[src/rtl/soa_pkg.sv]
// Shared types, constants and status codes of the slab object allocator.
package soa_pkg;

  localparam int PAGE_BYTES_DEF        = 4096;
  localparam int MAX_PAGES_DEF         = 64;
  localparam int MAX_OBJS_PER_PAGE_DEF = 2048;

  localparam logic [15:0] NO_INDEX  = 16'hFFFF;
  localparam logic [16:0] COUNT_MAX = 17'h1FFFF;

  localparam logic [1:0] CFG_OBJECT_SIZE   = 2'd0;
  localparam logic [1:0] CFG_OBJS_PER_PAGE = 2'd1;
  localparam logic [1:0] CFG_POOL_BASE     = 2'd2;
  localparam logic [1:0] CFG_POOL_PAGES    = 2'd3;

  localparam logic [2:0] ST_OK       = 3'd0;
  localparam logic [2:0] ST_SIZE     = 3'd1;
  localparam logic [2:0] ST_NO_PAGES = 3'd2;
  localparam logic [2:0] ST_BAD_ADDR = 3'd3;
  localparam logic [2:0] ST_OVERFULL = 3'd4;

  typedef struct packed {
    logic [15:0] head;
    logic [15:0] bump;
    logic [15:0] avail;
  } page_rec_t;

  typedef struct packed {
    logic       latch;
    logic       claim;
    logic       rd_alloc;
    logic       achk;
    logic       alnk;
    logic       aupd;
    logic       aadr;
    logic       div_start;
    logic       div_step;
    logic       rd_free;
    logic       fupd;
    logic       set_st;
    logic [2:0] st;
    logic       load_out;
  } cmd_t;

  typedef struct packed {
    logic is_free;
    logic size_bad;
    logic list_empty;
    logic pool_full;
    logic free_bad;
    logic div_done;
    logic need_link;
    logic idx_bad;
    logic overfull;
    logic out_busy;
  } sts_t;

endpackage

[src/rtl/soa_ctrl.sv]
// Sequencer that steps one allocate or free request through the datapath.
module soa_ctrl import soa_pkg::*; (
  input  logic clk_i,
  input  logic rst_ni,
  input  logic in_valid_i,
  output logic in_ready_o,
  input  sts_t sts_i,
  output cmd_t cmd_o
);

  localparam logic [3:0] S_IDLE  = 4'd0;
  localparam logic [3:0] S_DEC   = 4'd1;
  localparam logic [3:0] S_CLAIM = 4'd2;
  localparam logic [3:0] S_ARD   = 4'd3;
  localparam logic [3:0] S_ACHK  = 4'd4;
  localparam logic [3:0] S_ALNK  = 4'd5;
  localparam logic [3:0] S_AUPD  = 4'd6;
  localparam logic [3:0] S_AADR  = 4'd7;
  localparam logic [3:0] S_DIV   = 4'd8;
  localparam logic [3:0] S_FCHK  = 4'd9;
  localparam logic [3:0] S_FRD   = 4'd10;
  localparam logic [3:0] S_FIN   = 4'd11;

  logic [3:0] state_q, state_d;

  assign in_ready_o = (state_q == S_IDLE);

  always_comb begin
    cmd_o   = '0;
    state_d = state_q;
    case (state_q)
      S_IDLE: begin
        if (in_valid_i) begin
          cmd_o.latch = 1'b1;
          state_d     = S_DEC;
        end
      end
      S_DEC: begin
        if (!sts_i.is_free) begin
          if (sts_i.size_bad) begin
            cmd_o.set_st = 1'b1;
            cmd_o.st     = ST_SIZE;
            state_d      = S_FIN;
          end else if (sts_i.list_empty) begin
            if (sts_i.pool_full) begin
              cmd_o.set_st = 1'b1;
              cmd_o.st     = ST_NO_PAGES;
              state_d      = S_FIN;
            end else begin
              state_d = S_CLAIM;
            end
          end else begin
            state_d = S_ARD;
          end
        end else if (sts_i.free_bad) begin
          cmd_o.set_st = 1'b1;
          cmd_o.st     = ST_BAD_ADDR;
          state_d      = S_FIN;
        end else begin
          cmd_o.div_start = 1'b1;
          state_d         = S_DIV;
        end
      end
      S_CLAIM: begin
        cmd_o.claim = 1'b1;
        state_d     = S_ARD;
      end
      S_ARD: begin
        cmd_o.rd_alloc = 1'b1;
        state_d        = S_ACHK;
      end
      S_ACHK: begin
        cmd_o.achk = 1'b1;
        state_d    = sts_i.need_link ? S_ALNK : S_AUPD;
      end
      S_ALNK: begin
        cmd_o.alnk = 1'b1;
        state_d    = S_AUPD;
      end
      S_AUPD: begin
        cmd_o.aupd = 1'b1;
        state_d    = S_AADR;
      end
      S_AADR: begin
        cmd_o.aadr   = 1'b1;
        cmd_o.set_st = 1'b1;
        cmd_o.st     = ST_OK;
        state_d      = S_FIN;
      end
      S_DIV: begin
        if (sts_i.div_done) begin
          state_d = S_FCHK;
        end else begin
          cmd_o.div_step = 1'b1;
        end
      end
      S_FCHK: begin
        cmd_o.rd_free = 1'b1;
        if (sts_i.idx_bad) begin
          cmd_o.set_st = 1'b1;
          cmd_o.st     = ST_BAD_ADDR;
          state_d      = S_FIN;
        end else begin
          state_d = S_FRD;
        end
      end
      S_FRD: begin
        cmd_o.set_st = 1'b1;
        if (sts_i.overfull) begin
          cmd_o.st = ST_OVERFULL;
        end else begin
          cmd_o.fupd = 1'b1;
          cmd_o.st   = ST_OK;
        end
        state_d = S_FIN;
      end
      S_FIN: begin
        if (!sts_i.out_busy) begin
          cmd_o.load_out = 1'b1;
          state_d        = S_IDLE;
        end
      end
      default: state_d = S_IDLE;
    endcase
  end

  always_ff @(posedge clk_i or negedge rst_ni) begin
    if (!rst_ni) begin
      state_q <= S_IDLE;
    end else begin
      state_q <= state_d;
    end
  end

endmodule

[config.mk]
export PLATFORM = sky130hd
export DESIGN_NAME = soa_ctrl
export DESIGN_NICKNAME = d
export VERILOG_FILES = /design/src/rtl/soa_pkg.sv /design/src/rtl/soa_ctrl.sv
export SDC_FILE = /design/constraint.sdc
export NUM_CORES = 1
export LEC_CHECK = 0
export ABC_CLOCK_PERIOD_IN_PS = 1600
export BUFFER_PORTS_ARGS = -buffer_cell sky130_fd_sc_hd__buf_2
export CORE_MARGIN = 3
export CORE_UTILIZATION = 28
export DETAILED_ROUTE_END_ITERATION = 16
export GPL_TIMING_DRIVEN = 0
export PLACE_DENSITY = 0.6
export SETUP_SLACK_MARGIN = 0.3
export SYNTH_ARGS = -nofsm -noshare
export SYNTH_HDL_FRONTEND = slang
export SYNTH_SLANG_ARGS = --single-unit
[constraint.sdc]
create_clock -name clk_i -period 1.6 [get_ports clk_i]
set_input_delay 0.4 -clock clk_i [delete_from_list [all_inputs] [get_ports clk_i]]
set_output_delay 0.4 -clock clk_i [all_outputs]
set_load 0.1 [all_outputs]
==> metrics.md, run 1 <==
| Metric | Value |
|---|---|
| Placer Congestion | `around 0.73` |
| Worst Hold Class | `input port to flop` |
| Final core occ | `0.876` |
| Biggest regs | `state_q (4)` |
| Layout cells sized above 1 | `0.731` |
| Port Buffers | `29` |
| Clock slew at reported path FFs | `around 0.040 ns` |
| Worst Path Max Fanout | `4` |
| Top cells by count, synth | `nor2_1, nor3_1, nand2b_1, o21ai_0` |
| Clock skew | `~0.010 ns` |
| DRT Pass-1 Iters | `4` |
| Routed len/inst | `between 15 and 20 µm` |
| Commonest register cell after synthesis | `dfrtp_1` |
| Unique masters post-synth | `27` |
| GRT Overall Usage | `0.200` |
| CTS tree | `built` |
| Most frequent cell after synthesis | `nor2_1` |
| Register area share after synthesis | `0.211` |
| Residual DRC | `0` |
| Post-Syn Area | `around 480 µm²` |
| Max Cap Viol | `0` |
| Hold path depth | `2` |
| Footprint of the multi-input gates | `between 500 and 600 µm²` |
| Worst-Margin Slew | `0.748 ns` |
| Initial DRC Count | `5` |
| Max FFs per register | `4` |
| CTS Buffer Depth | `2` |
| Design Area, Final | `roughly 1400 µm²` |
| Failing checks | `setup timing` |
| Layout Area Growth over Synthesis | `187%` |
| Total Wirelength | `~2.2 mm` |
| Final setup viols | `17` |
| Critical Path, Cell by Cell | `nand2b_4 > or4_4 > o21ai_4 > buf_12` |
| First-pass GRT wire length | `between 3 and 4 mm` |
| Startpoint types | `flop` |
| Yosys warning total | `0` |
| Final Hold Vio Count | `0` |
| Largest net degree at the start of global routing | `11` |
| Critical Path AT | `about 1.7 ns` |
| Vias per cell | `between 5 and 6` |
| Skew-Pair Late Insertion Delay | `roughly 0.25 ns` |
| CP max stage delay | `approximately 0.55 ns` |
| # fillers | `74` |
| Placement Rows | `14` |
| Synthesis-stage register bit count | `4` |
| Worst Setup Slack, final | `-0.509 ns` |
| Vias in the first global route | `657` |
| Fin crit period | `between 2 and 2.5 ns` |
| Placed inst area | `roughly 830 µm²` |
| Worst setup EP type | `output pin` |
| Status | `finished with violations` |
| Final period util | `1.32` |
| Net count after synthesis | `just over 80` |
| Sink Count | `4` |
| Number of enable flip-flop cells after synthesis | `0` |
| Average size of a mapped cell | `around 6.8 µm²` |
| Share of the synthesized area in the top cell type | `0.211` |
| Num CTS Buffers | `3` |
| CTS H-tree lvls | `1` |
| Setup tns final | `-4.71 ns` |
| FF+latch area | `between 100 and 150 µm²` |
| Die width | `~47 µm` |
| # diodes | `0` |
| Unrepaired setup endpoints after global routing | `true` |
| Post-Synthesis Cells | `70` |
| Starting Density | `0.305` |
| Crit Path Category | `flop to output pin` |
| Required time of the critical path | `approximately 1.2 ns` |
| Clk root buf | `clkbuf_4` |
| Asr flop ratio synth | `1.00` |
| Antenna violations before repair | `0` |
| Die Y | `around 47 µm` |
| Max Clock Freq | `roughly 0.47 GHz` |
| Standard cell core area | `about 1600 µm²` |
| Reg2Reg Depth | `7` |
| Post-synth top area cell | `dfrtp_1` |
| Final net count | `roughly 130` |
| Slew Viols, Final | `0` |
| Routed via count | `approximately 730` |
| Antenna Nets Post-Route | `0` |
| Hold_ws | `between 0.4 and 0.5 ns` |
| Grt ovf | `0` |
| Post-DP HPWL | `1.25 mm` |
| Slowest cell on the critical path | `or4_4` |
| Top cells by area, synth | `dfrtp_1, nor2_1, nand2b_1` |
| Worst slew margin | `0.499` |
| Biggest register | `state_q` |
| IO Pins | `30` |
| Full die area | `~2200 µm²` |
critical path, delay by kind of cell, from the launching register on:
family	cells	cell delay (ns)
AOI/OAI and AO/OA	1	0.17
buffers and inverters	1	0.19
DFF	1	0.39
and+or+nand+nor	2	0.70
cell families (layout without fill, tap and decap cells):
kind of cell              count (synthesis)  count (layout)  share of synthesized area
and+or+nand+nor                          38              38                      0.439
AOI/OAI and AO/OA                        18              18                      0.234
buffers and inverters                     9              58                     0.0974
DFF                                       4               4                      0.211
xor gates and xnor gates                  1               1                     0.0184
per-layer routing:
| metal | track usage | routed length [µm] |
|---|---|---|
| met5 | 0 | 0 |
| met4 | 0.0497 | 17 |
| met3 | 0.0460 | 71 |
| met2 | 0.339 | 1180 |
| met1 | 0.256 | 909 |
layout make-up:
cell class	instances	share of cell area
buffer	6	0.0586
clock buffer	3	0.0165
inverter	3	0.00824
multi-input combinational	57	0.428
sequential	4	0.0751
tap	16	0.0147
timing repair buffer	46	0.399
layout by cell type, fill, tap and decap left out:
cell type,synthesis,routed
buf_6,0,16
buf_12,0,15
buf_2,4,12
buf_4,2,6
nor2_4,0,6
nor2_1,12,6
nor3_4,0,5
o21ai_1,3,4
nor4_4,0,3
nand2b_1,5,3
nand2b_4,1,3
o21ai_4,0,3
inv_1,3,3
clkbuf_4,0,3
buf_8,0,2
nor2b_1,2,2
and2_4,0,2
dfrtp_2,0,2
dfrtp_1,4,2
nand2_4,0,1
or4_4,1,1
nand2_2,0,1
a211oi_1,1,1
o22ai_1,2,1
a21oi_1,2,1
a31oi_1,1,1
or2_4,0,1
nor4b_4,0,1
nand3b_1,1,1
a21oi_2,0,1
a211o_1,1,1
nor3_2,0,1
o21ai_0,5,1
a32o_1,1,1
xor2_1,1,1
nand2_1,3,1
o22ai_4,0,1
a22oi_2,0,1
o2111ai_1,1,1
dlygate4sd3_1,0,1
path summary, 6_finish.rpt:
kind	startpoint	end	slack [ns]
setup reg to reg	state_q[2]	state_q[0]	0.04
hold / removal	sts_i[3]	state_q[1]	0.42
max in group asynchronous	rst_ni	state_q[3]	0.98
setup / recovery	state_q[1]	cmd_o[2]	-0.51
min in group asynchronous	rst_ni	state_q[1]	0.48
hold reg to reg	state_q[3]	state_q[1]	0.77
what timing repair did:
action                                 4_1_cts  5_1_grt
pin swaps                                   10        9
resized for setup                           78       22
hold buffers                                 1        0
buffers inserted                            11        5
endpoints found under the hold margin        4        0
setup endpoints to repair                   19       20
stage by stage:
step                      setup slack, ns  cells
after global placement             -0.523    115
after global routing               -0.567    135
final                              -0.509    135
after CTS                          -0.542    130
after floorplan                    -0.989     70
after detailed placement           -0.528    115
Power of run 1 is left out: the tool's default activity adds up to more than one toggle a clock period on the data nets, which glitch-free logic cannot reach.
==> inputs of run 2 (changes only) <==
--- a/config.mk
+++ b/config.mk
@@ -12,7 +12,8 @@
 export DETAILED_ROUTE_END_ITERATION = 16
 export GPL_TIMING_DRIVEN = 0
 export PLACE_DENSITY = 0.6
-export SETUP_SLACK_MARGIN = 0.3
+export REMOVE_ABC_BUFFERS = 1
+export SETUP_SLACK_MARGIN = 0.02
 export SYNTH_ARGS = -nofsm -noshare
 export SYNTH_HDL_FRONTEND = slang
 export SYNTH_SLANG_ARGS = --single-unit
==> run 2 against run 1 <==
The flow still finishes with violations (setup timing). Worst hold slack gained 0.046 ns. Via count increased by 4.1%. Critical path depth unchanged. Register-to-register slack better by 0.03 ns. Sequential cell count is the same. Cell count unchanged. Die area did not move. Final area is 10% lower. Routed wire length increased by 6.5%. Maximum frequency up 0.63%. First-iteration DRC count grew to 2.6 times the previous value. Critical path type unchanged.
==> metrics.md, run 2 (synthesized netlist as in run 1, its figures left out) <==
| Metric | Value |
|---|---|
| Max Cap Viol | `0` |
| # diodes | `0` |
| Antenna Nets Post-Route | `0` |
| Leading cell type in the layout, fill and taps excluded | `buf_4` |
| Final Hold Vio Count | `0` |
| Final net count | `134` |
| Vias in the first global route | `662` |
| Worst Path Buf+Inv | `1` |
| Required time of the critical path | `1.20 ns` |
| Clk root buf | `clkbuf_4` |
| Port Buffers | `29` |
| Crit Path Category | `flop to output pin` |
| CTS tree | `built` |
| Status | `finished with violations` |
| Worst Hold Class | `input port to flop` |
| Critical Path, Cell by Cell | `nand2b_4 > or4_4 > o21ai_4 > buf_12` |
| Slew Viols, Final | `0` |
| CTS Buffer Depth | `2` |
| Starting Density | `0.305` |
| Routed len/inst | `17.2 µm` |
| Initial DRC Count | `13` |
| Post-DP HPWL | `1.04 mm` |
| Die Y | `47.2 µm` |
| Hold path depth | `2` |
| Crit path depth | `4` |
| Full die area | `2230 µm²` |
| Reg2Reg Depth | `6` |
| Clock skew | `about 0.0074 ns` |
| Slowest cell on the critical path | `or4_4` |
| Vias per cell | `about 5.7` |
| Final period util | `1.31` |
| Worst Setup Slack, final | `-0.496 ns` |
| Sink Count | `4` |
| Total Wirelength | `2.32 mm` |
| Unrepaired setup endpoints after global routing | `true` |
| Num CTS Buffers | `3` |
| Worst slew margin | `0.621` |
| Final setup viols | `17` |
| GRT Overall Usage | `0.186` |
| Fin cells | `135` |
| Layout cells sized above 1 | `0.681` |
| Setup tns final | `-4.71 ns` |
| Skew-Pair Late Insertion Delay | `0.25 ns` |
| Fin crit period | `about 2.1 ns` |
| Routed via count | `approximately 760` |
| Placement Rows | `14` |
| Grt ovf | `0` |
| CP max stage delay | `approximately 0.49 ns` |
| Critical Path AT | `roughly 1.7 ns` |
| Biggest register | `state_q` |
| Standard cell core area | `~1600 µm²` |
| Placed cells | `109` |
| Placer Congestion | `0.769` |
| Worst Path Max Fanout | `4` |
| Worst-Margin Slew | `between 0.5 and 0.6 ns` |
| Clock slew at reported path FFs | `around 0.04 ns` |
| IO Pins | `30` |
| Most frequent cells in the layout | `buf_4, buf_12, buf_2, buf_6, nor2_1` |
| Layout Area Growth over Synthesis | `157%` |
| Worst setup EP type | `output pin` |
| Antenna violations before repair | `0` |
| CTS H-tree lvls | `1` |
| Max Clock Freq | `0.477 GHz` |
| Die width | `around 47 µm` |
| Max FFs per register | `4` |
| Residual DRC | `0` |
| DRT Pass-1 Iters | `4` |
| Startpoint types | `flop` |
| First-pass GRT wire length | `~2.9 mm` |
| Biggest regs | `state_q (4)` |
| Failing checks | `setup timing` |
| Largest net degree at the start of global routing | `12` |
| Largest delay share family, worst path | `simple AND/OR/NAND/NOR gates` |
run 2: cell counts in the layout (fill, tap and decap cells not counted):
No cell type changed its count.
run 2: path summary, 6_finish.rpt:
kind / startpoint / end / slack (ns)
min in group asynchronous: rst_ni / state_q[1] / 0.48
min: sts_i[0] / state_q[0] / 0.47
max in group asynchronous: rst_ni / state_q[0] / 0.98
min reg2reg: state_q[0] / state_q[3] / 0.86
max reg2reg: state_q[3] / state_q[1] / 0.07
max: state_q[1] / cmd_o[4] / -0.50
run 2: metrics by stage:
| stage | setup WS, ns | hold slack [ns] | util | cell area, µm² |
|---|---|---|---|---|
| 2_1_floorplan | -3.30 | 0.104 | - | 440 |
| 3_3_place_gp | -0.609 | 0.204 | 0.388 | 606 |
| 3_5_place_dp | -0.634 | 0.209 | 0.388 | 606 |
| 4_1_cts | -0.463 | 0.428 | 0.685 | 1070 |
| 5_1_grt | -0.516 | 0.474 | 0.785 | 1220 |
| 6_report | -0.496 | 0.470 | 0.785 | 1220 |
run 2: layout make-up:
class                           instances  area, µm²
Inverter                                3       11.3
Fill cell                              92        335
Timing Repair Buffer                   52        556
Multi-Input combinational cell         57        509
Tap cell                               16       20.0
Sequential cell                         4        105
Clock buffer                            3       22.5
run 2: what timing repair did:
action,4_1_cts,5_1_grt
endpoints found under the setup margin,18,17
hold buffers,1,0
pin swaps,7,6
buffers inserted,15,8
gates resized for setup,82,23
hold endpoints to repair,4,0
run 2: routing by layer:
| metal | up-vias | routed length [µm] | global-route usage |
|---|---|---|---|
| met4 | 0 | 69 | 0.0939 |
| met5 | - | 0 | 0 |
| met1 | 353 | 872 | 0.208 |
| met3 | 10 | 165 | 0.0345 |
| met2 | 52 | 1220 | 0.333 |
| li1 | 348 | - | - |
Power of run 2 is left out for the same reason.
==> inputs of run 3 (changes only) <==
--- a/config.mk
+++ b/config.mk
@@ -5,15 +5,17 @@
 export SDC_FILE = /design/constraint.sdc
 export NUM_CORES = 1
 export LEC_CHECK = 0
-export ABC_CLOCK_PERIOD_IN_PS = 1600
+export ABC_CLOCK_PERIOD_IN_PS = 2350
 export BUFFER_PORTS_ARGS = -buffer_cell sky130_fd_sc_hd__buf_2
 export CORE_MARGIN = 3
 export CORE_UTILIZATION = 28
+export CTS_CLUSTER_DIAMETER = 60
 export DETAILED_ROUTE_END_ITERATION = 16
 export GPL_TIMING_DRIVEN = 0
-export PLACE_DENSITY = 0.6
+export PLACE_DENSITY = 0.58
 export REMOVE_ABC_BUFFERS = 1
 export SETUP_SLACK_MARGIN = 0.02
 export SYNTH_ARGS = -nofsm -noshare
 export SYNTH_HDL_FRONTEND = slang
 export SYNTH_SLANG_ARGS = --single-unit
+export TNS_END_PERCENT = 50
==> constraint.sdc (replaced) <==
create_clock -name clk_i -period 2.35 [get_ports clk_i]
set_input_delay 0.5875 -clock clk_i [delete_from_list [all_inputs] [get_ports clk_i]]
set_output_delay 0.5875 -clock clk_i [all_outputs]
set_load 0.1 [all_outputs]
==> run 3 against run 2 <==
Final area shrank 38%. Setup slack gained 0.51 ns. Worst hold slack lost 0.31 ns. Sequential share of layout area grew 5.2 points. The run now ends clean.
==> metrics.md, run 3 (synthesized netlist as in run 1, its figures left out) <==
| Metric | Value |
|---|---|
| Routed via count | `roughly 640` |
| Placed cells | `about 110` |
| Slew Viols, Final | `0` |
| Critical Path, Cell by Cell | `nand2b_4 > or4_4 > o21ai_2 > buf_6` |
| Slowest cell on the critical path | `or4_4` |
| Standard cell core area | `approximately 1600 µm²` |
| Worst Setup Slack, final | `between 0.01 and 0.015 ns` |
| Antenna Nets Post-Route | `0` |
| Placed inst area | `606 µm²` |
| Required time of the critical path | `1.76 ns` |
| Biggest regs | `state_q (4)` |
| Routed len/inst | `12.3 µm` |
| Reg2reg end | `state_q[0]` |
| Worst reg2reg startpoint | `state_q[2]` |
| Grt met2 use | `0.233` |
| Final core occ | `0.487` |
| Clk root buf | `clkbuf_4` |
| Largest delay share family, worst path | `simple AND/OR/NAND/NOR gates` |
| Dpl ws | `-0.117 ns` |
| Final net count | `119` |
| Crit Path Category | `flop to output pin` |
| Reg2Reg Depth | `4` |
| Largest net degree at the start of global routing | `14` |
| Sink Count | `4` |
| Residual DRC | `0` |
| CP Capture Point | `cmd_o[1]` |
| Worst Path Max Fanout | `5` |
| Leading cell type in the layout, fill and taps excluded | `buf_2` |
| Vias per cell | `approximately 5.4` |
| # diodes | `0` |
| Initial DRC Count | `14` |
| Fin cells | `120` |
| CTS tree | `built` |
| Layout Area Growth over Synthesis | `59.7%` |
| Hold buffer count at cts | `0` |
| CTS H-tree lvls | `1` |
| Clock slew at reported path FFs | `0.04 ns` |
| Total Wirelength | `around 1.5 mm` |
| Grt ovf | `0` |
| Die width | `between 40 and 50 µm` |
| Busiest grt layer | `met2` |
| Antenna violations before repair | `0` |
| Startpoint types | `flop` |
| Skew-Pair Late Insertion Delay | `0.23 ns` |
| Grt met1 use | `0.172` |
| Num CTS Buffers | `3` |
| CP max stage delay | `around 0.53 ns` |
| Placer Congestion | `0.777` |
| Max Cap Viol | `0` |
| Final Hold Vio Count | `0` |
| GR Util met3 | `0.00383` |
| Beginning of the critical path | `state_q[1]` |
| Layout cells sized above 1 | `0.481` |
| Final period util | `0.994` |
| Crit path depth | `4` |
| Unrepaired setup endpoints after global routing | `true` |
| Placement Rows | `14` |
| Die Y | `between 40 and 50 µm` |
| Full die area | `approximately 2200 µm²` |
| Clock skew | `between 0.0006 and 0.0007 ns` |
| Critical Path AT | `~1.8 ns` |
| First-pass GRT wire length | `around 2.1 mm` |
| CTS Buffer Depth | `2` |
| Port Buffers | `29` |
| Status | `finished, final reports clean` |
| Worst Hold Class | `input port to asynchronous set/reset pin` |
| Post-DP HPWL | `a little over 1 mm` |
| GRT Overall Usage | `0.131` |
| Vias in the first global route | `between 400 and 500` |
| Worst slew margin | `0.678` |
| Max Clock Freq | `between 0.4 and 0.5 GHz` |
| Most frequent cells in the layout | `buf_2, nor2_1, buf_4, nor3_1, clkbuf_4` |
| Biggest register | `state_q` |
| Worst setup EP type | `output pin` |
| Design Area, Final | `approximately 760 µm²` |
| IO Pins | `30` |
| R2R Setup Slk | `0.87 ns` |
| Fin crit period | `2.34 ns` |
| Final setup viols | `0` |
| Starting Density | `0.305` |
| Max FFs per register | `4` |
| Worst Path Buf+Inv | `1` |
| Worst-Margin Slew | `~0.49 ns` |
| DRT Pass-1 Iters | `4` |
-- run 3: metrics by stage --
step	hold slack, ns	TNS (ns)
after floorplan	0.292	-17.95
after global placement	0.397	-0.323
after detailed placement	0.399	-0.335
after CTS	0.153	0
after global routing	0.161	-0.0356
final	0.156	0
-- run 3: what timing repair did --
| item | in CTS | in global routing |
|---|---|---|
| buffers inserted | 8 | 0 |
| endpoints found under the setup margin | 8 | 7 |
| gates resized for setup | 13 | 11 |
| hold endpoints to repair | 0 | 0 |
| pin swaps | 0 | 0 |
-- run 3: layout make-up --
type | instances | area (µm²)
multi-input cells | 57 | 343
well taps | 16 | 20.0
clock buffers | 3 | 22.5
fillers | 154 | 800
flip-flops and latches | 4 | 105
inverters | 3 | 11.3
repair buffers | 37 | 258
-- run 3: worst min-delay path by stage --
stage | from | to | slack [ns] | cells after the start
2_1_floorplan | rst_ni | state_q[0] | 0.29 | 0
6_report | rst_ni | state_q[2] | 0.16 | 1
5_1_grt | rst_ni | state_q[2] | 0.16 | 1
4_1_cts | rst_ni | state_q[2] | 0.15 | 1
3_3_place_gp | rst_ni | state_q[3] | 0.40 | 1
3_5_place_dp | rst_ni | state_q[2] | 0.40 | 1
-- run 3: metal layers --
layer  share of wire  up-vias
met2            0.51       26
met5               0        -
li1                -      319
met3           0.065        0
met4               0        0
met1            0.43      298
Power of run 3 is left out for the same reason.
